## src/rtl/itrd_pkg.sv

```systemverilog
// Shared constants, types and helper functions for the radix digit converter.
package itrd_pkg;

	localparam int VALUE_BITS  = 31;
	localparam int DIGIT_SLOTS = 32;
	localparam int QUEUE_DEPTH = 2;

	localparam int RADIX_W   = 6;
	localparam int CHAR_W    = 8;
	localparam int SLOT_W    = $clog2(DIGIT_SLOTS);
	localparam int BIT_CNT_W = $clog2(VALUE_BITS);

	localparam logic [RADIX_W-1:0] RADIX_MIN   = 6'd2;
	localparam logic [RADIX_W-1:0] RADIX_MAX   = 6'd36;
	localparam logic [RADIX_W-1:0] RADIX_RESET = 6'd10;
	localparam logic [RADIX_W-1:0] DIGIT_NINE  = 6'd9;
	localparam logic [RADIX_W-1:0] DIGIT_TEN   = 6'd10;
	localparam logic [CHAR_W-1:0]  CHAR_ZERO   = 8'h30;
	localparam logic [CHAR_W-1:0]  CHAR_UPPER_A = 8'h41;

	// One work item handed from the front end to the converter
	typedef struct packed {
		logic [VALUE_BITS-1:0] value;
		logic                  is_zero;
	} itrd_item_t;

	// Clamp the programmed radix into the supported range
	function automatic logic [RADIX_W-1:0] eff_radix(input logic [RADIX_W-1:0] r);
		logic [RADIX_W-1:0] res;
		res = r;
		if (r < RADIX_MIN) res = RADIX_MIN;
		if (r > RADIX_MAX) res = RADIX_MAX;
		return res;
	endfunction

	// Map a digit value to its ASCII character, uppercase letters above nine
	function automatic logic [CHAR_W-1:0] digit_to_ascii(input logic [RADIX_W-1:0] d);
		logic [CHAR_W-1:0] res;
		if (d > DIGIT_NINE)
			res = CHAR_UPPER_A + CHAR_W'(d - DIGIT_TEN);
		else
			res = CHAR_ZERO + CHAR_W'(d);
		return res;
	endfunction

endpackage

```

## src/rtl/itrd_front.sv

```systemverilog
// Input front end: takes values, flags zero and hands them to the work queue.
module itrd_front import itrd_pkg::*; (
	input  logic                  clk,
	input  logic                  arst_n,
	input  logic                  in_valid,
	output logic                  in_stall,
	input  logic [VALUE_BITS-1:0] value,
	output logic                  push,
	output itrd_item_t            push_item,
	input  logic                  q_full
);

	logic       hold_valid_q;
	itrd_item_t hold_item_q;
	logic       accept;

	// Stall only while the held item cannot move on
	assign push      = hold_valid_q && !q_full;
	assign in_stall  = hold_valid_q && q_full;
	assign accept    = in_valid && !in_stall;
	assign push_item = hold_item_q;

	// Track the holding register
	always_ff @(posedge clk or negedge arst_n) begin
		if (!arst_n) begin
			hold_valid_q <= 1'b0;
		end else if (accept) begin
			hold_valid_q <= 1'b1;
		end else if (push) begin
			hold_valid_q <= 1'b0;
		end
	end

	// Capture and classify the transferred value
	always_ff @(posedge clk) begin
		if (accept) begin
			hold_item_q.value   <= value;
			hold_item_q.is_zero <= (value == '0);
		end
	end

endmodule

```

## src/rtl/itrd_queue.sv

```systemverilog
// Short work queue between the front end and the converter.
module itrd_queue import itrd_pkg::*; (
	input  logic       clk,
	input  logic       arst_n,
	input  logic       push,
	input  itrd_item_t push_item,
	output logic       full,
	input  logic       pop,
	output itrd_item_t pop_item,
	output logic       empty
);

	localparam int PTR_W = (QUEUE_DEPTH > 1) ? $clog2(QUEUE_DEPTH) : 1;
	localparam int CNT_W = $clog2(QUEUE_DEPTH + 1);

	itrd_item_t       slots_q [QUEUE_DEPTH];
	logic [PTR_W-1:0] wr_ptr_q;
	logic [PTR_W-1:0] rd_ptr_q;
	logic [CNT_W-1:0] count_q;
	logic             do_push;
	logic             do_pop;

	assign full     = (count_q == CNT_W'(QUEUE_DEPTH));
	assign empty    = (count_q == '0);
	assign do_push  = push && !full;
	assign do_pop   = pop && !empty;
	assign pop_item = slots_q[rd_ptr_q];

	// Advance pointers and occupancy
	always_ff @(posedge clk or negedge arst_n) begin
		if (!arst_n) begin
			wr_ptr_q <= '0;
			rd_ptr_q <= '0;
			count_q  <= '0;
		end else begin
			if (do_push)
				wr_ptr_q <= (wr_ptr_q == PTR_W'(QUEUE_DEPTH - 1)) ? '0 : wr_ptr_q + 1'b1;
			if (do_pop)
				rd_ptr_q <= (rd_ptr_q == PTR_W'(QUEUE_DEPTH - 1)) ? '0 : rd_ptr_q + 1'b1;
			if (do_push && !do_pop)
				count_q <= count_q + 1'b1;
			else if (do_pop && !do_push)
				count_q <= count_q - 1'b1;
		end
	end

	// Store pushed items
	always_ff @(posedge clk) begin
		if (do_push)
			slots_q[wr_ptr_q] <= push_item;
	end

	// Occupancy stays within the queue depth
	a_count_range: assert property (@(posedge clk) disable iff (!arst_n)
		count_q <= CNT_W'(QUEUE_DEPTH))
		else $error("queue occupancy out of range");

	// Occupancy moves by one step only
	a_count_step: assert property (@(posedge clk) disable iff (!arst_n)
		(do_push && !do_pop) |=> (count_q == $past(count_q) + 1'b1))
		else $error("queue push not counted");

	// The front end never pushes into a full queue
	a_no_overflow: assert property (@(posedge clk) disable iff (!arst_n)
		push |-> !full)
		else $error("push into full queue");

endmodule

```

## src/rtl/itrd_back.sv

```systemverilog
// Converter back end: bit-serial division by the radix, digit buffer and emission.
module itrd_back import itrd_pkg::*; (
	input  logic               clk,
	input  logic               arst_n,
	input  logic [RADIX_W-1:0] radix,
	input  logic               q_empty,
	input  itrd_item_t         q_item,
	output logic               pop,
	output logic               out_valid,
	input  logic               out_stall,
	output logic [CHAR_W-1:0]  digit_char,
	output logic               last
);

	typedef enum logic [1:0] {
		S_IDLE,
		S_DIV,
		S_EMIT_RD,
		S_EMIT_LD
	} state_t;

	state_t                state_q;
	logic [VALUE_BITS-1:0] quo_q;
	logic [RADIX_W-1:0]    rem_q;
	logic [BIT_CNT_W-1:0]  bit_cnt_q;
	logic [SLOT_W-1:0]     idx_q;
	logic                  out_valid_q;
	logic [CHAR_W-1:0]     digit_char_q;
	logic                  last_q;
	logic [RADIX_W-1:0]    rd_digit_q;
	logic [RADIX_W-1:0]    digit_mem [DIGIT_SLOTS];

	logic [RADIX_W-1:0]    eff;
	logic [RADIX_W:0]      trial;
	logic [RADIX_W:0]      diff;
	logic                  ge;
	logic [RADIX_W-1:0]    rem_next;
	logic [VALUE_BITS-1:0] quo_next;
	logic                  bit_last;
	logic                  out_free;
	logic                  mem_we;
	logic [SLOT_W-1:0]     mem_waddr;
	logic [RADIX_W-1:0]    mem_wdata;

	// One restoring-division step per cycle
	assign eff      = eff_radix(radix);
	assign trial    = {rem_q, quo_q[VALUE_BITS-1]};
	assign diff     = trial - {1'b0, eff};
	assign ge       = (trial >= {1'b0, eff});
	assign rem_next = ge ? diff[RADIX_W-1:0] : trial[RADIX_W-1:0];
	assign quo_next = {quo_q[VALUE_BITS-2:0], ge};
	assign bit_last = (bit_cnt_q == BIT_CNT_W'(VALUE_BITS - 1));

	assign pop      = (state_q == S_IDLE) && !q_empty;
	assign out_free = !out_valid_q || !out_stall;

	// Write a remainder at the end of each division, or a single zero digit
	always_comb begin
		mem_we    = 1'b0;
		mem_waddr = idx_q;
		mem_wdata = rem_next;
		case (state_q)
			S_IDLE: begin
				if (!q_empty && q_item.is_zero) begin
					mem_we    = 1'b1;
					mem_waddr = '0;
					mem_wdata = '0;
				end
			end
			S_DIV: begin
				mem_we = bit_last;
			end
			default: begin
				mem_we = 1'b0;
			end
		endcase
	end

	// Digit buffer with registered read
	always_ff @(posedge clk) begin
		if (mem_we)
			digit_mem[mem_waddr] <= mem_wdata;
		if (state_q == S_EMIT_RD)
			rd_digit_q <= digit_mem[idx_q];
	end

	// Sequence division and emission, hold the output register
	always_ff @(posedge clk or negedge arst_n) begin
		if (!arst_n) begin
			state_q      <= S_IDLE;
			quo_q        <= '0;
			rem_q        <= '0;
			bit_cnt_q    <= '0;
			idx_q        <= '0;
			out_valid_q  <= 1'b0;
			digit_char_q <= '0;
			last_q       <= 1'b0;
		end else begin
			if (out_valid_q && !out_stall && state_q != S_EMIT_LD)
				out_valid_q <= 1'b0;
			case (state_q)
				S_IDLE: begin
					if (!q_empty) begin
						quo_q     <= q_item.value;
						rem_q     <= '0;
						bit_cnt_q <= '0;
						idx_q     <= '0;
						state_q   <= q_item.is_zero ? S_EMIT_RD : S_DIV;
					end
				end
				S_DIV: begin
					quo_q <= quo_next;
					if (bit_last) begin
						rem_q     <= '0;
						bit_cnt_q <= '0;
						if (quo_next == '0 || idx_q == SLOT_W'(DIGIT_SLOTS - 1))
							state_q <= S_EMIT_RD;
						else
							idx_q <= idx_q + 1'b1;
					end else begin
						rem_q     <= rem_next;
						bit_cnt_q <= bit_cnt_q + 1'b1;
					end
				end
				S_EMIT_RD: begin
					state_q <= S_EMIT_LD;
				end
				S_EMIT_LD: begin
					if (out_free) begin
						out_valid_q  <= 1'b1;
						digit_char_q <= digit_to_ascii(rd_digit_q);
						last_q       <= (idx_q == '0);
						if (idx_q == '0) begin
							state_q <= S_IDLE;
						end else begin
							idx_q   <= idx_q - 1'b1;
							state_q <= S_EMIT_RD;
						end
					end
				end
				default: begin
					state_q <= S_IDLE;
				end
			endcase
		end
	end

	assign out_valid  = out_valid_q;
	assign digit_char = digit_char_q;
	assign last       = last_q;

	// Partial remainder always stays below the radix
	a_rem_bound: assert property (@(posedge clk) disable iff (!arst_n)
		(state_q == S_DIV) |-> (rem_q < eff))
		else $error("partial remainder not below radix");

	// Bit counter never runs past the value width
	a_bit_cnt: assert property (@(posedge clk) disable iff (!arst_n)
		(state_q == S_DIV) |-> (bit_cnt_q <= BIT_CNT_W'(VALUE_BITS - 1)))
		else $error("division bit counter overrun");

	// A pending output digit is never overwritten
	a_no_overwrite: assert property (@(posedge clk) disable iff (!arst_n)
		(out_valid_q && out_stall) |=> (out_valid_q && $stable(digit_char_q)))
		else $error("pending digit overwritten");

	// A new item is taken only after the last digit has been loaded
	a_pop_after_last: assert property (@(posedge clk) disable iff (!arst_n)
		(pop && out_valid_q) |-> last_q)
		else $error("new item taken before digits finished");

endmodule

```

## src/rtl/integer_to_radix_digits_core.sv

```systemverilog
// Top level of the integer to radix digit converter.
//
// Input channel: value with in_valid / in_stall; a transfer happens on a
// clock edge with in_valid high and in_stall low. A front register and a
// two-entry queue take up to three values ahead of the converter.
// Output channel: digit_char and last with out_valid / out_stall, one
// transfer per digit, most significant first; last marks the final digit.
// Configuration: cfg_we writes cfg_wdata into the radix register; write it
// only while the block is idle. Radix 0 or 1 acts as 2, above 36 as 36.
// The value passes the front register and the queue to the converter, which
// runs a full division by the radix for each digit (one quotient bit per cycle
// through the shared restoring divider), then reads each digit from the digit
// buffer and loads it into the output register. A zero value skips the division.
// While out_stall is high the current digit holds and the converter waits;
// the front end keeps taking values until the queue fills.
// Reset (arst_n low) empties queue and output and sets the radix to 10.
module integer_to_radix_digits_core import itrd_pkg::*; (
	input  logic                  clk,
	input  logic                  arst_n,
	input  logic                  cfg_we,
	input  logic [RADIX_W-1:0]    cfg_wdata,
	input  logic                  in_valid,
	output logic                  in_stall,
	input  logic [VALUE_BITS-1:0] value,
	output logic                  out_valid,
	input  logic                  out_stall,
	output logic [CHAR_W-1:0]     digit_char,
	output logic                  last
);

	logic [RADIX_W-1:0] radix_q;
	logic               push;
	itrd_item_t         push_item;
	logic               q_full;
	logic               pop;
	itrd_item_t         q_item;
	logic               q_empty;

	// Hold the radix register
	always_ff @(posedge clk or negedge arst_n) begin
		if (!arst_n) begin
			radix_q <= RADIX_RESET;
		end else if (cfg_we) begin
			radix_q <= cfg_wdata;
		end
	end

	itrd_front u_front (
		.clk       (clk),
		.arst_n    (arst_n),
		.in_valid  (in_valid),
		.in_stall  (in_stall),
		.value     (value),
		.push      (push),
		.push_item (push_item),
		.q_full    (q_full)
	);

	itrd_queue u_queue (
		.clk       (clk),
		.arst_n    (arst_n),
		.push      (push),
		.push_item (push_item),
		.full      (q_full),
		.pop       (pop),
		.pop_item  (q_item),
		.empty     (q_empty)
	);

	itrd_back u_back (
		.clk        (clk),
		.arst_n     (arst_n),
		.radix      (radix_q),
		.q_empty    (q_empty),
		.q_item     (q_item),
		.pop        (pop),
		.out_valid  (out_valid),
		.out_stall  (out_stall),
		.digit_char (digit_char),
		.last       (last)
	);

endmodule

```

## config.mk

```make
export PLATFORM = sky130hd
export DESIGN_NAME = integer_to_radix_digits_core
export DESIGN_NICKNAME = d
export VERILOG_FILES = /design/src/rtl/itrd_pkg.sv /design/src/rtl/itrd_front.sv /design/src/rtl/itrd_queue.sv /design/src/rtl/itrd_back.sv /design/src/rtl/integer_to_radix_digits_core.sv
export SDC_FILE = /design/constraint.sdc
export NUM_CORES = 1
export LEC_CHECK = 0
export CORE_MARGIN = 5
export CORE_UTILIZATION = 53
export DETAILED_ROUTE_END_ITERATION = 6
export DONT_BUFFER_PORTS = 1
export PLACE_DENSITY = 0.69
export SLEW_MARGIN = 0
export SYNTH_ARGS = -nofsm -noshare
export SYNTH_HDL_FRONTEND = slang
export SYNTH_HIERARCHICAL = 1
export SYNTH_SLANG_ARGS = --single-unit
```

## constraint.sdc

```tcl
create_clock -name clk -period 3.2 [get_ports clk]
set_clock_uncertainty 0.2 [all_clocks]
set_input_delay 0.64 -clock clk [delete_from_list [all_inputs] [get_ports clk]]
set_output_delay 0.64 -clock clk [all_outputs]
set_load 0.005 [all_outputs]
```

## Word level (Yosys, flattened, before mapping)

Memory sizes are Yosys's and may differ from the RTL's. A register that Yosys moved wholly into a read port is not among the register bits.
Index checks and enable logic that the tools add are counted.

| storage, ports and cells | value |
|---|---|
| register bits after elaboration | 102 |
| RAM bits | 256 |
| input bits | 42 |
| output and inout bits | 11 |
| word-level logic and storage cells | 121 |
| memories | 2 |

| operators by class | value |
|---|---|
| add/sub/neg operators | 11 |
| magnitude comparators | 4 |
| eq/ne operators | 13 |
| muxes and demuxes | 43 |
| reductions and logical operators | 33 |

Memories:

| memory | depth | width | read ports | clocked after Yosys merged registers in | wr ports | line | source |
|---|---|---|---|---|---|---|---|
| u_back.digit_mem | 32 | 6 | 1 | 1 | 1 | itrd_back.sv:31 | `logic [RADIX_W-1:0] digit_mem [DIGIT_SLOTS];` |
| u_queue.slots_q | 2 | 32 | 1 | 0 | 1 | itrd_queue.sv:16 | `itrd_item_t slots_q [QUEUE_DEPTH];` |

Operator list:

| kind | count |
|---|---|
| logical NOT 31 bit | 2 |
| case mux 31 bit (2 select lines) | 1 |
| 2-to-1 mux 6 bit | 7 |
| 2-to-1 mux 5 bit | 8 |
| 2-to-1 mux 31 bit | 1 |
| 2-to-1 mux 2 bit | 8 |
| case mux 5 bit (3 select lines) | 1 |
| 2-to-1 mux 1 bit | 12 |
| case mux 6 bit (2 select lines) | 1 |
| logical AND 1 bit | 11 |
| adder 5 x 1 -> 5 bit, second input constant | 2 |
| equality test 5 bit, second input constant | 2 |
| case mux 5 bit (2 select lines) | 1 |
| adder 7 x 8 -> 8 bit, first input constant | 1 |
| 2-to-1 mux 8 bit | 1 |
| inequality test 2 bit, second input constant | 4 |
| case mux 2 bit (4 select lines) | 1 |
| adder 6 x 6 -> 7 bit, first input constant | 1 |
| >= comparator 7 x 6 -> 1 bit | 1 |
| logical NOT 1 bit | 7 |
| subtractor 6 x 4 -> 7 bit, second input constant | 1 |
| equality test 2 bit, second input constant | 3 |
| greater-than comparator 6 x 4 -> 1 bit, second input constant | 1 |
| greater-than comparator 6 bit, second input constant | 1 |
| 17 further kinds | 25 |

## Depth between registers and ports, before layout

| depth | value |
|---|---|
| depth in word-level cells | 9 |
| depth in mapped cells | 13 |
| depth with buffers taken out | 13 |

## Hierarchy

Netlist, hierarchy kept.

By module, submodules not included:

| module | instances | cells an instance | area an instance (µm²) | seq. area each (µm²) |
|---|---|---|---|---|
| itrd_back | 1 | 742 | 11,234.5 | 7,422.1 |
| itrd_queue | 1 | 119 | 2,658.8 | 2,021.9 |
| itrd_front | 1 | 48 | 1,082.3 | 985.9 |
| integer_to_radix_digits_core | 1 | 13 | 254.0 | 152.6 |

## Least setup slack after synthesis

No wires, ideal clock.

| timing | value |
|---|---|
| kind | register -> register |
| start | register radix_q[4] |
| end | memory u_back.digit_mem[0][0], data pin |
| setup time | 351 ps |
| arrival | 2,947 ps |
| data required time | 2,649 ps |
| setup slack | -298 ps |
| cell stages (with the launch flop) | 11 |
| path buffers | 0 |
| clock period less this slack | 3,498 ps |
| cell sequence | dfrtp_1 -> or2_2 -> nor2_1 -> a21oi_1 -> o21bai_1 -> ha_1 -> nand2_1 -> o21ai_1 -> a41oi_1 -> mux2_2 -> nor2_1 |

| on the way | value |
|---|---|
| longest elaborated chain between the ends | 7 |
| elaborated cells between the ends (all ways) | 9 |
| classes of those cells | 1 x add/sub; 3 x order compare; 5 x mux |

Ends and longest elaborated chain:

| item | line | source |
|---|---|---|
| start: declaration | integer_to_radix_digits_core.sv:31 | `logic [RADIX_W-1:0] radix_q;` |
| start signal: assignment | integer_to_radix_digits_core.sv:44 | `radix_q <= cfg_wdata;` |
| less-than comparator 6 x 2 -> 1 bit | itrd_pkg.sv:31 | `if (r < RADIX_MIN) res = RADIX_MIN;` |
| 2-to-1 mux 6 bit | itrd_pkg.sv:31 |  |
| 2-to-1 mux 6 bit (*) | itrd_pkg.sv:32 | `if (r > RADIX_MAX) res = RADIX_MAX;` |
| subtractor 6 bit or >= comparator 7 x 6 -> 1 bit (tied branches) | itrd_back.sv:48, itrd_back.sv:49 |  |
| 2-to-1 mux 6 bit (*) | itrd_back.sv:50 | `assign rem_next = ge ? diff[RADIX_W-1:0] : trial[RADIX_W-1:0];` |
| 2-to-1 mux 6 bit | itrd_back.sv:64 | `if (!q_empty && q_item.is_zero) begin` |
| 2-to-1 mux 6 bit (*) | itrd_back.sv:62 | `case (state_q)` |
| named net u_back.mem_wdata[0] | itrd_back.sv:43 | `logic [RADIX_W-1:0] mem_wdata;` |
| end: declaration | itrd_back.sv:31 |  |

Mark *: on every way through the listed nets, which the timed path passes. The rest lies on a longest branch.

## Worst setup path in the final report

| timing | value |
|---|---|
| start | register radix_q[4] |
| end | memory u_back.digit_mem[31][5], data pin |

The elaborated chain is that of the path after synthesis.

==> qor.yml <==
setup_violations: 0
grt_pass1_wl_um: 49290
root_buffer: "clkbuf_16"
fin_setup_tns_ps: 0
worstHoldStart: "cfg_wdata[4]"
drc_errors: 0
yosys_register_bits: 364
outcome: "finished clean"
max_freq_ghz: 0.3242
required_ps: 3250
synth_top_cell_by_area: "edfxtp_1"
clk_path_buf_depth: 3
final_common_cell: "edfxtp_1"
tritoncts: "done"
layout-drive-gt1-share_pct: 24.50
wirelength_um: 31220
drv_slew: 0
port-buffer-count: 0
hold_slack_ps: 61.92
yosys_warnings: 6
place.gp.congestion: 0.8201
min_path_type: "in2reg"
viasPerCell: 5.802
worstMarginPinSlew_ps: 834.2
critPathMaxFanout: 16
syn_nets: 984
relSlewSlack_pct: 44.18
p_switching_mw: 5.721
synth_area_leaders: "edfxtp_1 (58%), dfrtp_1 (11%), mux4_2 (8.9%)"
syn2layout_area_growth_pct: 17.21
grt_start_max_net_pins: 71
synth.distinct_cells: 59
cts_made_buffers: 37
seqPwrFrac_pct: 41.0
yosysTopAreaCellShare_pct: 57.97
n_fill_cell: 2044
p_int_mw: 12.05
reg2reg_to: "u_back/digit_mem[31][5]"
grt_pass1_vias: 8582
synthCells: 922
die_area_um2: 32230
cellPowerDensity_nw_per_um2: 995.7
min_path_cells: 1
first_pass_iters: 5
insertion_delay_ps: 530
combPwrFrac_pct: 34.2
wire_per_inst_um: 21.72
reg2reg_slack_ps: 120
rr_worst_depth: 13
clk_pin_slew_ps: 60
start_util_pct: 53.35
final-instance-count-excl-fill: 1437
ys.flop_type: "edfxtp_1"
synth_edf_count: 294
num_vias: 8337
r2r-start: "radix_q[4]"
vdd_drop_max_mv: 0.5325
ys_seq_area_share_pct: 69.49
avgSynthCellArea_um2: 16.52
crit_type: "reg2reg"
setup.worst_path.start_class: "register"
track_usage_pct: 19.27
die_width_um: 179.5
ant_nets: 0
die_h_um: 179.5
rsz0062_at_grt: "yes"
clockPowerShare_pct: 24.8
maxCapViolations: 0
period_share_pct: 96.40
fp-row-count: 62
fp.coreArea_um2: 28550
htree_num_levels: 2
dp_hpwl_um: 19030
holdPathEnd: "radix_q[4]"
power_mw: 17.77
antenna_found_initial: 0
arrival_ps: 3140
cts_sinks: 364
p_leak_nw: 6.319
async_reset_ff_share_pct: 19.23
synth_area_um2: 15230
dp.cells: 1326
hold_viol: 0
final_nets: 1086
netSwitchingFraction_pct: 32.19
final_cell_mix: "edfxtp_1 (294), nand2_1 (89), dfrtp_1 (65), mux4_2 (60), nor2_1 (58)"
fin_crit_ps: 3085
endpoint_kind: "register"
io_pins: 53
antennaDiodeCount: 0
fin_util_pct: 62.53
drt_iter0_drc: 610
grt-ovfl-total: 0
-- sequential cells by signal (all words and copies together), names as in the netlist, 2 cells and up --
name               cells
radix_q                6
u_back/bit_cnt_q       5
u_back/digit_char      8
u_back/digit_mem     192
u_back/idx_q           5
u_back/quo_q          31
u_back/rd_digit_q      6
u_back/rem_q           6
u_back/state_q         2
u_front/push_item     32
u_queue/count_q        2
u_queue/slots_q       64
-- critical path: stages, from the launching register on --
cell and delay [ps]:
dfrtp_1 390, or2_4 270, nor2_4 130, a21oi_1 50
o21bai_1 170, ha_1 310, nor2b_1 140, o21a_1 180
buf_4 140, o2111ai_2 160, o211ai_1 160, mux2i_4 300
nor2_4 60, buf_12 150
-- cells by family after synthesis --
| logic type | share of synthesized area [%] |
|---|---|
| muxes | 15.14 |
| buffers and inverters | 2.235 |
| and+or+nand+nor | 6.540 |
| xor gates and xnor gates | 0.9776 |
| DFF | 69.49 |
| AOI/OAI and AO/OA | 3.878 |
| adders and majority gates | 1.742 |
-- repair_timing --
item,CTS,global route
setup buffers,3,5
resized for setup,15,9
pin swaps,4,9
gates cloned,4,0
hold endpoints to repair,102,0
setup endpoints to repair,128,193
hold buffers,34,0
-- worst max-delay path by stage --
stage / startpoint / to / slack, ps / depth (start not counted)
floorplan: radix_q[4] / u_back/digit_mem[0][0] / 30 / 10
global route: radix_q[4] / u_back/digit_mem[20][4] / -20 / 13
CTS: radix_q[4] / u_back/digit_mem[4][0] / 20 / 14
global placement: radix_q[4] / u_back/digit_mem[31][5] / -440 / 11
detailed placement: radix_q[4] / u_back/digit_mem[31][5] / -610 / 11
finish: radix_q[4] / u_back/digit_mem[31][5] / 120 / 13
-- layout make-up --
cell class                 instances  area (µm²)  area share [%]
multi-input combinational        501        4458           24.97
tap                              384       480.5           2.692
clock inverter                    19       244.0           1.367
sequential                       364       10590           59.32
inverter                          18       67.56          0.3785
clock buffer                      49        1011           5.663
timing repair buffer             102        1001           5.607
-- per-stage QoR --
stage          cell area, µm²  setup slack (ps)
2_1_floorplan           15240             32.90
3_3_place_gp            16030            -443.6
3_5_place_dp            16030            -614.6
4_1_cts                 17800             20.84
5_1_grt                 17850            -17.74
6_report                17850             115.3
-- per-layer routing --
metal	up-vias	global-route usage, %	routed length (µm)	part of all wire [%]
met2	259	31.05	15260	49
met4	0	4.633	651	2.1
li1	3742	-	-	-
met5	-	0	0	0
met1	4289	27.89	13430	43
met3	47	3.416	1872	6.0
-- power groups by stage --
stage / Clock (mW) / Combinational [mW] / Sequential (mW)
floorplan: 0 / 4.04 / 7.11
global placement: 0 / 5.37 / 7.33
detailed placement: 0 / 5.49 / 7.38
CTS: 4.49 / 6.04 / 7.28
global route: 4.69 / 6.63 / 7.38
finish: 4.42 / 6.07 / 7.29
-- cell usage after synthesis (13+ instances only) --
| cell type | number |
|---|---|
| a21oi_1 | 19 |
| mux2_4 | 35 |
| nor2_1 | 66 |
| o21ai_0 | 36 |
| clkbuf_1 | 20 |
| mux4_2 | 60 |
| ha_1 | 18 |
| mux2i_1 | 35 |
| dfrtp_1 | 68 |
| nor4_1 | 13 |
| o21ai_1 | 20 |
| edfxtp_1 | 294 |
| nand2_1 | 89 |
| inv_1 | 13 |
Note: power is estimated with default switching activity, not from simulation.
